**src/rtl/core/gor_pkg.sv**
```systemverilog
package gor_pkg;

    localparam int VALUE_W   = 32;
    localparam int CFG_W     = 5;
    localparam int IDX_MAX_W = 6;

    localparam logic [CFG_W-1:0] GROUP_SIZE_RST = 5'd16;

    typedef struct packed {
        logic                 bank;
        logic [IDX_MAX_W-1:0] top;
        logic                 last;
    } desc_t;

    typedef struct packed {
        logic tail;
        logic last;
    } tag_t;

endpackage

```
**src/rtl/core/group_order_reverser.sv**
```systemverilog
// Group order reverser: reverses a stream of list values in groups.
// Input queue side: drive value and end_of_list with push; the item is taken
// at a clock edge where push is high and full is low. Result queue side:
// while empty is low the oldest result is on out_value, group_done and
// list_done; pop takes it. group_done marks the last item of a reversed
// group, list_done the last item of the list.
// Config: cfg_data sets the group size (0 acts as 1, above MAX_GROUP acts as
// MAX_GROUP); cfg_ready is always high. Write it between groups or mid-group
// with no group draining; it applies from the next item.
// Path: the first result of a group reaches the result ports through the
// descriptor queue, the drain index registers, the buffer read and the result queue.
// Throughput: the input side takes an item whenever full is low, filling one
// bank while the other drains; the drain side can load the next group as it
// issues the last read of the current one, while the result queue has room.
// full rises when both banks hold groups not yet fully read. If pop stays low,
// the 4-entry result queue fills, draining stops, and full follows.
// Reset clears the flags, counts and pointers; buffer contents and drain index
// registers need no clearing, and the group size returns to 16.
module group_order_reverser #(
    parameter int MAX_GROUP = 16
) (
    input  logic                               clk,
    input  logic                               rst_n,
    input  logic                               push,
    output logic                               full,
    input  logic signed [gor_pkg::VALUE_W-1:0] value,
    input  logic                               end_of_list,
    output logic                               empty,
    input  logic                               pop,
    output logic signed [gor_pkg::VALUE_W-1:0] out_value,
    output logic                               group_done,
    output logic                               list_done,
    input  logic                               cfg_valid,
    output logic                               cfg_ready,
    input  logic [gor_pkg::CFG_W-1:0]          cfg_data
);

    import gor_pkg::*;

    localparam int IDX_W     = (MAX_GROUP > 1) ? $clog2(MAX_GROUP) : 1;
    localparam int RAM_DEPTH = 2 * (1 << IDX_W);
    localparam int RAM_AW    = $clog2(RAM_DEPTH);

    logic               wr_en;
    logic [RAM_AW-1:0]  wr_addr;
    logic [VALUE_W-1:0] wr_data;
    logic [RAM_AW-1:0]  rd_addr;
    logic [VALUE_W-1:0] rd_data;
    logic               desc_push;
    desc_t              desc_in;
    logic               desc_pop;
    logic               desc_avail;
    desc_t              desc_head;
    logic               release_bank;

    gor_front #(
        .MAX_GROUP (MAX_GROUP)
    ) u_front (
        .clk          (clk),
        .rst_n        (rst_n),
        .push         (push),
        .full         (full),
        .value        (value),
        .end_of_list  (end_of_list),
        .cfg_valid    (cfg_valid),
        .cfg_ready    (cfg_ready),
        .cfg_data     (cfg_data),
        .release_bank (release_bank),
        .wr_en        (wr_en),
        .wr_addr      (wr_addr),
        .wr_data      (wr_data),
        .desc_push    (desc_push),
        .desc         (desc_in)
    );

    gor_ram #(
        .WIDTH (VALUE_W),
        .DEPTH (RAM_DEPTH)
    ) u_ram (
        .clk   (clk),
        .we    (wr_en),
        .waddr (wr_addr),
        .wdata (wr_data),
        .raddr (rd_addr),
        .rdata (rd_data)
    );

    gor_desc_q u_desc_q (
        .clk       (clk),
        .rst_n     (rst_n),
        .push      (desc_push),
        .push_desc (desc_in),
        .pop       (desc_pop),
        .avail     (desc_avail),
        .head      (desc_head)
    );

    gor_back #(
        .MAX_GROUP (MAX_GROUP)
    ) u_back (
        .clk          (clk),
        .rst_n        (rst_n),
        .desc_avail   (desc_avail),
        .desc         (desc_head),
        .desc_pop     (desc_pop),
        .release_bank (release_bank),
        .rd_addr      (rd_addr),
        .rd_data      (rd_data),
        .empty        (empty),
        .pop          (pop),
        .out_value    (out_value),
        .group_done   (group_done),
        .list_done    (list_done)
    );

endmodule

```
**src/rtl/core/gor_ram.sv**
```systemverilog
module gor_ram #(
    parameter int WIDTH = 32,
    parameter int DEPTH = 32
) (
    input  logic                     clk,
    input  logic                     we,
    input  logic [$clog2(DEPTH)-1:0] waddr,
    input  logic [WIDTH-1:0]         wdata,
    input  logic [$clog2(DEPTH)-1:0] raddr,
    output logic [WIDTH-1:0]         rdata
);

    logic [WIDTH-1:0] mem [DEPTH];

    always_ff @(posedge clk)
    begin
        if (we)
        begin
            mem[waddr] <= wdata;
        end
        rdata <= mem[raddr];
    end

endmodule

```
**src/rtl/core/gor_front.sv**
```systemverilog
module gor_front #(
    parameter int MAX_GROUP = 16
) (
    input  logic                             clk,
    input  logic                             rst_n,
    input  logic                             push,
    output logic                             full,
    input  logic signed [gor_pkg::VALUE_W-1:0] value,
    input  logic                             end_of_list,
    input  logic                             cfg_valid,
    output logic                             cfg_ready,
    input  logic [gor_pkg::CFG_W-1:0]        cfg_data,
    input  logic                             release_bank,
    output logic                             wr_en,
    output logic [$clog2(2 * (1 << ((MAX_GROUP > 1) ? $clog2(MAX_GROUP) : 1)))-1:0] wr_addr,
    output logic [gor_pkg::VALUE_W-1:0]      wr_data,
    output logic                             desc_push,
    output gor_pkg::desc_t                   desc
);

    import gor_pkg::*;

    localparam int IDX_W = (MAX_GROUP > 1) ? $clog2(MAX_GROUP) : 1;
    localparam int SZ_W  = (IDX_W + 1 > CFG_W) ? IDX_W + 1 : CFG_W;

    logic [CFG_W-1:0] group_size_reg;
    logic [IDX_W-1:0] fill_reg, fill_next;
    logic             bank_reg, bank_next;
    logic [1:0]       used_reg, used_next;
    logic             accept;
    logic             done;
    logic [SZ_W-1:0]  size_ext;
    logic [SZ_W-1:0]  eff_size;
    logic [SZ_W-1:0]  count_ext;

    assign cfg_ready = 1'b1;
    assign full      = (used_reg == 2'd2);
    assign accept    = push && !full;

    always_comb
    begin
        size_ext  = SZ_W'(group_size_reg);
        count_ext = SZ_W'(fill_reg) + SZ_W'(1);
        if (size_ext == '0)
        begin
            eff_size = SZ_W'(1);
        end
        else if (size_ext > SZ_W'(MAX_GROUP))
        begin
            eff_size = SZ_W'(MAX_GROUP);
        end
        else
        begin
            eff_size = size_ext;
        end
        done = accept && ((count_ext >= eff_size) || end_of_list);

        fill_next = fill_reg;
        bank_next = bank_reg;
        if (done)
        begin
            fill_next = '0;
            bank_next = !bank_reg;
        end
        else if (accept)
        begin
            fill_next = fill_reg + IDX_W'(1);
        end

        used_next = used_reg;
        case ({done, release_bank})
            2'b10:   used_next = used_reg + 2'd1;
            2'b01:   used_next = used_reg - 2'd1;
            default: used_next = used_reg;
        endcase
    end

    assign wr_en     = accept;
    assign wr_addr   = {bank_reg, fill_reg};
    assign wr_data   = value;
    assign desc_push = done;
    assign desc.bank = bank_reg;
    assign desc.top  = IDX_MAX_W'(fill_reg);
    assign desc.last = end_of_list;

    always_ff @(posedge clk or negedge rst_n)
    begin
        if (!rst_n)
        begin
            group_size_reg <= GROUP_SIZE_RST;
            fill_reg       <= '0;
            bank_reg       <= 1'b0;
            used_reg       <= 2'd0;
        end
        else
        begin
            if (cfg_valid && cfg_ready)
            begin
                group_size_reg <= cfg_data;
            end
            fill_reg <= fill_next;
            bank_reg <= bank_next;
            used_reg <= used_next;
        end
    end

endmodule

```
**src/rtl/core/gor_desc_q.sv**
```systemverilog
module gor_desc_q (
    input  logic           clk,
    input  logic           rst_n,
    input  logic           push,
    input  gor_pkg::desc_t push_desc,
    input  logic           pop,
    output logic           avail,
    output gor_pkg::desc_t head
);

    import gor_pkg::*;

    desc_t      slot_reg [2];
    logic       wr_ptr_reg;
    logic       rd_ptr_reg;
    logic [1:0] count_reg, count_next;

    assign avail = (count_reg != 2'd0);
    assign head  = slot_reg[rd_ptr_reg];

    always_comb
    begin
        case ({push, pop})
            2'b10:   count_next = count_reg + 2'd1;
            2'b01:   count_next = count_reg - 2'd1;
            default: count_next = count_reg;
        endcase
    end

    always_ff @(posedge clk)
    begin
        if (push)
        begin
            slot_reg[wr_ptr_reg] <= push_desc;
        end
    end

    always_ff @(posedge clk or negedge rst_n)
    begin
        if (!rst_n)
        begin
            wr_ptr_reg <= 1'b0;
            rd_ptr_reg <= 1'b0;
            count_reg  <= 2'd0;
        end
        else
        begin
            if (push)
            begin
                wr_ptr_reg <= !wr_ptr_reg;
            end
            if (pop)
            begin
                rd_ptr_reg <= !rd_ptr_reg;
            end
            count_reg <= count_next;
        end
    end

endmodule

```
**src/rtl/core/gor_back.sv**
```systemverilog
module gor_back #(
    parameter int MAX_GROUP = 16
) (
    input  logic                               clk,
    input  logic                               rst_n,
    input  logic                               desc_avail,
    input  gor_pkg::desc_t                     desc,
    output logic                               desc_pop,
    output logic                               release_bank,
    output logic [$clog2(2 * (1 << ((MAX_GROUP > 1) ? $clog2(MAX_GROUP) : 1)))-1:0] rd_addr,
    input  logic [gor_pkg::VALUE_W-1:0]        rd_data,
    output logic                               empty,
    input  logic                               pop,
    output logic signed [gor_pkg::VALUE_W-1:0] out_value,
    output logic                               group_done,
    output logic                               list_done
);

    import gor_pkg::*;

    localparam int IDX_W = (MAX_GROUP > 1) ? $clog2(MAX_GROUP) : 1;
    localparam int OQ_DEPTH = 4;
    localparam int OQ_AW = $clog2(OQ_DEPTH);

    logic               active_reg, active_next;
    logic               bank_reg, bank_next;
    logic [IDX_W-1:0]   idx_reg, idx_next;
    logic               last_reg, last_next;
    logic               inflight_reg;
    tag_t               tag_reg;
    logic [VALUE_W-1:0] oq_value_reg [OQ_DEPTH];
    tag_t               oq_tag_reg [OQ_DEPTH];
    logic [OQ_AW-1:0]   oq_wr_reg;
    logic [OQ_AW-1:0]   oq_rd_reg;
    logic [OQ_AW:0]     oq_count_reg, oq_count_next;
    logic               credit;
    logic               issue;
    logic               tail;
    logic               out_take;

    assign credit   = (oq_count_reg + (OQ_AW + 1)'(inflight_reg)) < (OQ_AW + 1)'(OQ_DEPTH);
    assign issue    = active_reg && credit;
    assign tail     = (idx_reg == '0);
    assign desc_pop = desc_avail && (!active_reg || (issue && tail));
    assign release_bank = issue && tail;
    assign rd_addr  = {bank_reg, idx_reg};

    assign empty      = (oq_count_reg == '0);
    assign out_take   = pop && !empty;
    assign out_value  = oq_value_reg[oq_rd_reg];
    assign group_done = oq_tag_reg[oq_rd_reg].tail;
    assign list_done  = oq_tag_reg[oq_rd_reg].last;

    always_comb
    begin
        active_next = active_reg;
        bank_next   = bank_reg;
        idx_next    = idx_reg;
        last_next   = last_reg;
        if (desc_pop)
        begin
            active_next = 1'b1;
            bank_next   = desc.bank;
            idx_next    = desc.top[IDX_W-1:0];
            last_next   = desc.last;
        end
        else if (issue)
        begin
            if (tail)
            begin
                active_next = 1'b0;
            end
            else
            begin
                idx_next = idx_reg - IDX_W'(1);
            end
        end

        case ({inflight_reg, out_take})
            2'b10:   oq_count_next = oq_count_reg + (OQ_AW + 1)'(1);
            2'b01:   oq_count_next = oq_count_reg - (OQ_AW + 1)'(1);
            default: oq_count_next = oq_count_reg;
        endcase
    end

    always_ff @(posedge clk)
    begin
        if (issue)
        begin
            tag_reg.tail <= tail;
            tag_reg.last <= tail && last_reg;
        end
        if (inflight_reg)
        begin
            oq_value_reg[oq_wr_reg] <= rd_data;
            oq_tag_reg[oq_wr_reg]   <= tag_reg;
        end
        bank_reg <= bank_next;
        idx_reg  <= idx_next;
        last_reg <= last_next;
    end

    always_ff @(posedge clk or negedge rst_n)
    begin
        if (!rst_n)
        begin
            active_reg   <= 1'b0;
            inflight_reg <= 1'b0;
            oq_wr_reg    <= '0;
            oq_rd_reg    <= '0;
            oq_count_reg <= '0;
        end
        else
        begin
            active_reg   <= active_next;
            inflight_reg <= issue;
            if (inflight_reg)
            begin
                oq_wr_reg <= oq_wr_reg + OQ_AW'(1);
            end
            if (out_take)
            begin
                oq_rd_reg <= oq_rd_reg + OQ_AW'(1);
            end
            oq_count_reg <= oq_count_next;
        end
    end

endmodule

```
**config.mk**
```make
export PLATFORM = sky130hd
export DESIGN_NAME = group_order_reverser
export DESIGN_NICKNAME = d
export VERILOG_FILES = /design/src/rtl/core/gor_pkg.sv /design/src/rtl/core/group_order_reverser.sv /design/src/rtl/core/gor_ram.sv /design/src/rtl/core/gor_front.sv /design/src/rtl/core/gor_desc_q.sv /design/src/rtl/core/gor_back.sv
export SDC_FILE = /design/constraint.sdc
export NUM_CORES = 1
export LEC_CHECK = 0
export BUFFER_PORTS_ARGS = -buffer_cell sky130_fd_sc_hd__buf_2
export CORE_MARGIN = 5
export CORE_UTILIZATION = 45
export DETAILED_ROUTE_END_ITERATION = 8
export PLACE_DENSITY_LB_ADDON = 0.05
export SLEW_MARGIN = 20
export SYNTH_ARGS = -nofsm -noshare
export SYNTH_HDL_FRONTEND = slang
export SYNTH_SLANG_ARGS = --single-unit
```
**constraint.sdc**
```tcl
create_clock -name clk -period 4.2 [get_ports clk]
set_input_delay 0.21 -clock clk [delete_from_list [all_inputs] [get_ports clk]]
set_output_delay 0.21 -clock clk [all_outputs]
set_load 0.05 [all_outputs]
```
==> results.md, run 1 <==
* Outcome: completed
* Async S/R FF share, synth at 0.0202
* Post-synthesis sequential element count at around 1200
* Postcts setup bufs at 0
* Number of global-route vias before repair at about 24000
* GP Congestion at 0.768
* First-pass GRT wire length at roughly 170000 um
* Average size of a mapped cell at ~19 um^2
* Synth unique cells at between 50 and 60
* Die area at roughly 110000 um^2
* Top cell type's share of synthesized area at 0.749
* Max Slew Vio Count at 0
* IO Pins at 80
* R2R setup slack at roughly 1.3 ns
* Share of cells above drive strength 1 at 0.161
* DR vias at about 24000
* Setup tns final at 0 ns
* CP Launch Point: u_front.used_reg[0]
* Latest clock arrival within the worst-skew pair at 0.72 ns
* Leak Pwr at about 19 nW
* DPL Wire Length at between 60000 and 70000 um
* Crit-path max cell delay at between 0.7 and 0.8 ns
* Starting Density at 0.452
* RSZ-0062 raised after global routing: no
* Post-synth EDFFs at between 1000 and 1500
* DRC viols at 0
* Htree depth at 4
* Max_cap viols at 0
* CTS buffer count at ~140
* # setup viols final at 0
* Fin Clk Skew at approximately 0.015 ns
* Setup CP Type: flip-flop to flip-flop
* Core Rows at around 120
* Crit-path max FO at 18
* Critical path's slowest cell: nor2_4
* Die W at 334 um
* Leading area contributor after synthesis: edfxtp_1
* Synth Cell Area at 47300 um^2
* # nets final at about 2700
* Power Dens Cells at ~660 nW/um^2
* Hold Crit Class: primary input to flip-flop
* Post-Syn Instances at between 2000 and 2500
* Syn-to-layout area delta at 15.2%
* Initial antenna violation count at 3
* Max FFs per register at roughly 1000
* Port Buffer Count at 78
* TritonCTS clock tree: done
* Slew margin rel. at 0.261
* Vias/cell at approximately 5.7
* Overall power at ~36 mW
* Ys Warns at 0
* FF/Latch Area at ~37000 um^2
* Worst Setup EP: u_ram.mem[4][22]
* Core Region at around 100000 um^2
* Critical Path End Type: flip-flop
* Peak supply drop at between 0.9 and 1 mV
* Crit path cell chain: nand2b_1 -> and2_1 -> nand2_1 -> nor2_4 -> buf_4
* GRT overflow at 0
* Final Hold Viols at 0
* Global Route Usage Sum at 0.210
* Clock transition at path regs at 0.06 ns
* Worst endpoint required time at roughly 4.6 ns
* Multi-input gate area at approximately 10000 um^2
* Pin count of the biggest net entering global routing at 155
* Max Root-Sink Buffers at 3
* Post-Syn Nets at roughly 2500
* Final period util at 0.696
* Worst path arrival time at between 3 and 4 ns
* # fillers at ~8400
* Synth Flop Type: edfxtp_1
* Slew @ Worst Pin at between 1 and 1.5 ns
* Die Ht at approximately 330 um
* Synth area leaders: edfxtp_1 75%, mux2i_1 11%, a22oi_1 3.9%
* Hold path start: value[10]
* Critical R2R Launch: u_front.used_reg[0]
* R2R Path End: u_ram.mem[4][22]
* Worst R2R Path Depth at 5
* Initial DRC Count at approximately 1700
* Fin crit period at 2.92 ns
* Clock sink count at between 1000 and 1500
* Pre-Repair DR Iteration Count at 5
* Clk root buf: clkbuf_16
* Total Wirelength at around 120000 um
* Fmax at ~0.34 GHz
* WL/cell at around 29 um
* Register area share after synthesis at 0.775
* Routed Antenna Nets at 0
* CP Launch Type: flip-flop
[power breakdown]
| group | switching (mW) | total [mW] | internal [mW] | leakage, nW |
|---|---|---|---|---|
| Combinational | 5.51 | 8.71 | 3.19 | 5.42 |
| Sequential | 0.885 | 15.8 | 14.9 | 11.2 |
| Clock | 4.54 | 11.6 | 7.06 | 2.12 |
| Total | 10.9 | 36.1 | 25.2 | 18.8 |
[placed cells by master, fill, tap and decap left out, types with 5 or more instances in the layout]
cell type | synthesis | final
inv_1 | 17 | 17
buf_2 | 77 | 78
buf_12 | 0 | 17
nand2_1 | 20 | 20
clkbuf_16 | 0 | 141
nor2b_1 | 6 | 6
nor3_1 | 5 | 5
clkbuf_8 | 0 | 12
a22oi_2 | 9 | 9
dfxtp_1 | 32 | 32
clkinv_1 | 0 | 18
mux4_2 | 34 | 34
nand4_1 | 64 | 64
nand3_1 | 7 | 7
mux2_2 | 6 | 6
buf_4 | 17 | 63
clkinv_2 | 0 | 11
ha_1 | 17 | 17
mux2i_1 | 512 | 512
xor2_1 | 9 | 9
dlygate4sd3_1 | 0 | 37
edfxtp_1 | 1180 | 1180
clkbuf_1 | 17 | 41
dfrtp_1 | 24 | 23
nor2_4 | 0 | 32
o21ai_0 | 6 | 6
nor2_1 | 76 | 44
a22oi_1 | 248 | 248
bufinv_16 | 0 | 12
xnor2_1 | 10 | 10
[cell families after synthesis]
kind of cell    after synthesis  share of synthesized area
fa+ha+maj                    18                    0.00492
other cells                   1                  0.0000792
flops                      1237                      0.775
compound gates              283                     0.0459
buf+inv                     154                     0.0190
mux                         552                      0.126
simple gates                212                     0.0252
xor+xnor                     19                    0.00352
[what timing repair did]
item                                   CTS  global route
gates resized for setup                  0             0
hold buffers                            37             0
endpoints found under the hold margin  649             0
[cells in the mapped netlist, drive strengths merged, types with 4 or more instances]
library cell	n
nand3	7
and2	8
nor2	77
dfrtp	24
nand2	21
mux2	6
mux4	34
o21ai	6
inv	17
nor2b	6
nor3	5
ha	17
a22oi	257
edfxtp	1180
nor4b	4
xnor2	10
nand4	64
dfxtp	32
and4b	4
xor2	9
mux2i	512
buf	115
clkbuf	22
a211oi	4
[worst max-delay path: cells and delay by family (launching register included)]
family	cells	cell delay [ns]
and+or+nand+nor	4	1.78
buffers and inverters	1	0.41
DFF	1	0.39
[per-layer routing]
metal / share of wire / GRT usage / wire length, um / up-vias
li1: - / - / - / 10424
met1: 0.46 / 0.304 / 54200 / 12485
met2: 0.47 / 0.333 / 56200 / 609
met3: 0.048 / 0.0362 / 5650 / 169
met4: 0.023 / 0.0582 / 2790 / 2
met5: 0.00011 / 0 / 13 / -
[worst min path at each step]
stage,cells after the start,slack [ns],to
global route,1,0.04,u_ram.mem[13][7]
finish,1,0.04,u_ram.mem[26][10]
global placement,1,0.27,u_desc_q.wr_ptr_reg
detailed placement,1,0.28,u_desc_q.wr_ptr_reg
CTS,1,0.004,u_ram.mem[3][16]
floorplan,0,-0.09,u_back.active_reg
[per-stage QoR]
step	hold WS [ns]	util	instances	instance area, um^2	setup slack (ns)
finish	0.0391	0.520	4166	54500	1.28
global route	0.0445	0.520	4164	54500	1.07
CTS	0.00410	0.520	4163	54500	1.18
detailed placement	0.284	0.475	3888	49800	1.26
global placement	0.272	0.475	3888	49800	1.36
floorplan	-0.0856	-	2476	47300	1.24
[layout make-up]
type | count | area share
inverters | 17 | 0.00117
clock buffers | 194 | 0.0706
flip-flops and latches | 1237 | 0.673
well taps | 1391 | 0.0319
clock inverters | 44 | 0.00932
multi-input cells | 1085 | 0.184
diodes | 2 | 0.0000918
repair buffers | 196 | 0.0294
Power figures use the tool's default switching activity.
==> run 2, diff against run 1 <==
- clock period: 4.2 -> 3.1 ns (I/O delays scaled with it)
==> run 2 against run 1 <==
Wire length decreased by 3.5%. Fmax increased by 3.7%. Utilization increased by 0.21 points. First-iteration DRC count increased by 0.92%. Clock skew increased by 0.0065 ns. Cell count increased by 0.79%. Non-clock buffer count increased by 31. Setup slack got worse by 0.99 ns. Largest power group unchanged.
==> results.md, run 2 (synthesized netlist as in run 1, its figures left out) <==
* Critical Path Most Common Cell: ha_1
* Pre-Repair DR Iteration Count at 5 (unchanged)
* Max Root-Sink Buffers at 3 (unchanged)
* Fin crit period at 2.82 ns (was 2.92 ns)
* Slew margin rel. at 0.347 (was 0.261)
* Most frequent cells in the layout: 1180 x edfxtp_1, 512 x mux2i_1, 248 x a22oi_1, 134 x clkbuf_16, 78 x buf_2 (was 1180 x edfxtp_1, 512 x mux2i_1, 248 x a22oi_1, 141 x clkbuf_16, 78 x buf_2)
* Die W at 334 um (unchanged)
* Antenna Cells at 0 (was 2)
* Hold path endpoint: u_front.group_size_reg[4] (was u_ram.mem[26][10])
* Post-route insts no fill at 4199 (was 4166)
* Peak supply drop at 0.723 mV (was 0.938 mV)
* Hold Crit Class: primary input to flip-flop (unchanged)
* DR vias at 23527 (was 23689)
* Switching Power at 15.0 mW (was 10.9 mW)
* Routed Antenna Nets at 0 (unchanged)
* Final Cell Area at 54700 um^2 (was 54500 um^2)
* Fmax at 0.355 GHz (was 0.342 GHz)
* Setup CP Type: flip-flop to flip-flop (unchanged)
* Final Hold Viols at 0 (unchanged)
* Syn-to-layout area delta at 15.7% (was 15.2%)
* Switching share of power at 0.311 (was 0.303)
* GP Congestion at 0.738 (was 0.768)
* Clock transition at path regs at 0.06 ns (about the same)
* Clk root buf: clkbuf_16 (unchanged)
* Core Region at 105000 um^2 (unchanged)
* Worst R2R Path Depth at 10 (was 5)
* First-pass GRT wire length at 165000 um (was 170000 um)
* Worst path arrival time at 3.46 ns (was 3.31 ns)
* Crit path cell chain: ha_1 -> xor2_1 -> ha_1 -> a21o_1 -> a31oi_1 -> o31ai_2 -> inv_1 -> ha_1 -> nor2_1 -> xor2_1 (was nand2b_1 -> and2_1 -> nand2_1 -> nor2_4 -> buf_4)
* Htree depth at 4 (unchanged)
* Post-route setup slack at 0.283 ns (was 1.28 ns)
* Crit-path max FO at 7 (was 18)
* Share of cells above drive strength 1 at 0.167 (was 0.161)
* FF/Latch Area at 36700 um^2 (unchanged)
* Sequential power share at 0.437 (was 0.438)
* Number of global-route vias before repair at 23696 (was 23819)
* Setup WS pre-CTS at 0.284 ns (was 1.26 ns)
* Slew @ Worst Pin at 0.979 ns (was 1.11 ns)
* Clock sink count at 1237 (unchanged)
* WL/cell at 27.3 um (was 28.5 um)
* Starting Density at 0.452 (unchanged)
* Global Route Usage Sum at 0.203 (was 0.210)
* Latest clock arrival within the worst-skew pair at 0.73 ns (was 0.72 ns)
* Leak Pwr at 18.8 nW (about the same)
* CP Launch Type: flip-flop (unchanged)
* Hold path start: cfg_valid (was value[10])
* Total placed cells including tap cells at 3908 (was 3888)
* Die area at 112000 um^2 (unchanged)
* Power Dens Cells at 880 nW/um^2 (was 662 nW/um^2)
* R2R setup slack at 0.28 ns (was 1.28 ns)
* # nets final at 2763 (was 2733)
* DPL Wire Length at 63900 um (was 67100 um)
* Logic gate share of total power at 0.253 (was 0.241)
* GRT overflow at 0 (unchanged)
* Core Rows at 119 (unchanged)
* Critical Path End Type: flip-flop (unchanged)
* Pin count of the biggest net entering global routing at 117 (was 155)
* Outcome: completed (unchanged)
* Hold_ws at 0.229 ns (was 0.0391 ns)
* Buffers & Inverters on Critical Path at 1 (unchanged)
* CTS buffer count at 134 (was 135)
* Clock share of power at 0.310 (was 0.321)
* Max Slew Vio Count at 0 (unchanged)
* IO Pins at 80 (unchanged)
* Top cell family by delay on the critical path: adder cells (was simple AND/OR/NAND/NOR gates)
* Critical R2R Launch: u_front.fill_reg[0] (was u_front.used_reg[0])
* DRC viols at 0 (unchanged)
* Total Wirelength at 115000 um (was 119000 um)
* R2R Path End: u_front.used_reg[1] (was u_ram.mem[4][22])
* Critical path's slowest cell: dfrtp_1 (was nor2_4)
* Placed inst area at 50100 um^2 (was 49800 um^2)
* Fin Clk Skew at 0.0214 ns (was 0.0150 ns)
* Initial antenna violation count at 2 (was 3)
* Leading cell type in the layout, fill and taps excluded: edfxtp_1 (unchanged)
* Max FFs per register at 1024 (unchanged)
* Vias/cell at 5.60 (was 5.69)
* Setup tns final at 0 ns (unchanged)
* Hold Path Depth at 3 (was 1)
* Multi-input gate area at 10000 um^2 (about the same)
* Pint at 33.2 mW (was 25.2 mW)
* RSZ-0062 raised after global routing: no (unchanged)
* Postcts setup bufs at 0 (unchanged)
* Initial DRC Count at 1762 (was 1746)
* Port Buffer Count at 78 (unchanged)
* Final period util at 0.909 (was 0.696)
* Crit-path max cell delay at 0.46 ns (was 0.71 ns)
* # fillers at 8387 (was 8406)
* Max_cap viols at 0 (unchanged)
* Die Ht at 334 um (unchanged)
* # setup viols final at 0 (unchanged)
* Worst endpoint required time at 3.75 ns (was 4.59 ns)
* TritonCTS clock tree: done (unchanged)
==> run 2: cell types whose count changed in the layout (fill, tap and decap cells not counted), moves of 4 or more <==
cell / previous run / this run
clkinv_1: 18 / 22
bufinv_16: 12 / 4
dlygate4sd3_1: 37 / 48
clkinv_8: 0 / 7
clkbuf_8: 12 / 7
clkinv_2: 11 / 19
buf_12: 17 / 35
clkbuf_16: 141 / 134
==> run 2: worst max-delay path by stage <==
| stage | startpoint | endpoint | slack [ns] | cells past startpoint |
|---|---|---|---|---|
| final | u_front.fill_reg[0] | u_front.used_reg[1] | 0.28 | 10 |
| after global placement | u_front.fill_reg[0] | u_front.used_reg[1] | 0.33 | 10 |
| after floorplan | u_front.fill_reg[2] | u_ram.mem[23][0] | 0.14 | 4 |
| after global routing | u_front.fill_reg[0] | u_desc_q.count_reg[1] | 0.10 | 10 |
| after detailed placement | u_front.fill_reg[0] | u_front.used_reg[1] | 0.28 | 10 |
| after CTS | u_front.fill_reg[0] | u_front.used_reg[1] | 0.27 | 10 |
==> run 2: layout make-up <==
| cell class | instances | share of cell area |
|---|---|---|
| sequential | 1237 | 0.670 |
| multi-input combinational | 1085 | 0.183 |
| clock buffer | 180 | 0.0657 |
| timing repair buffer | 227 | 0.0378 |
| tap | 1391 | 0.0318 |
| clock inverter | 62 | 0.00969 |
| inverter | 17 | 0.00117 |
==> run 2: power groups by stage <==
| stage | Combinational (mW) | Clock, mW | Sequential [mW] |
|---|---|---|---|
| floorplan | 8.87 | 0 | 20.9 |
| global placement | 12.2 | 0 | 21.3 |
| detailed placement | 12.3 | 0 | 21.4 |
| CTS | 12.4 | 15.3 | 21.1 |
| global route | 13.0 | 16.0 | 21.2 |
| finish | 12.2 | 14.9 | 21.1 |
==> run 2: through the flow <==
| stage | util | power (mW) |
|---|---|---|
| global placement | 0.478 | 33.5 |
| finish | 0.522 | 48.2 |
| floorplan | - | 29.8 |
| CTS | 0.522 | 48.7 |
| detailed placement | 0.478 | 33.7 |
| global route | 0.522 | 50.2 |
==> run 2: worst min-delay path, cell delays in order <==
cell           delay (ns)
buf_2                0.15
o21ai_0              0.09
dlygate4sd3_1        0.56
==> run 2: repair_timing <==
| action | CTS | global route |
|---|---|---|
| resized for setup | 0 | 0 |
| hold endpoints to repair | 1064 | 0 |
| hold buffers | 49 | 0 |
==> run 2: layer usage <==
| layer | GRT usage | vias to the layer above | share of wire |
|---|---|---|---|
| li1 | - | 10528 | - |
| met1 | 0.279 | 12220 | 0.44 |
| met2 | 0.335 | 581 | 0.49 |
| met3 | 0.0391 | 198 | 0.051 |
| met4 | 0.0586 | 0 | 0.025 |
| met5 | 0 | - | 0 |
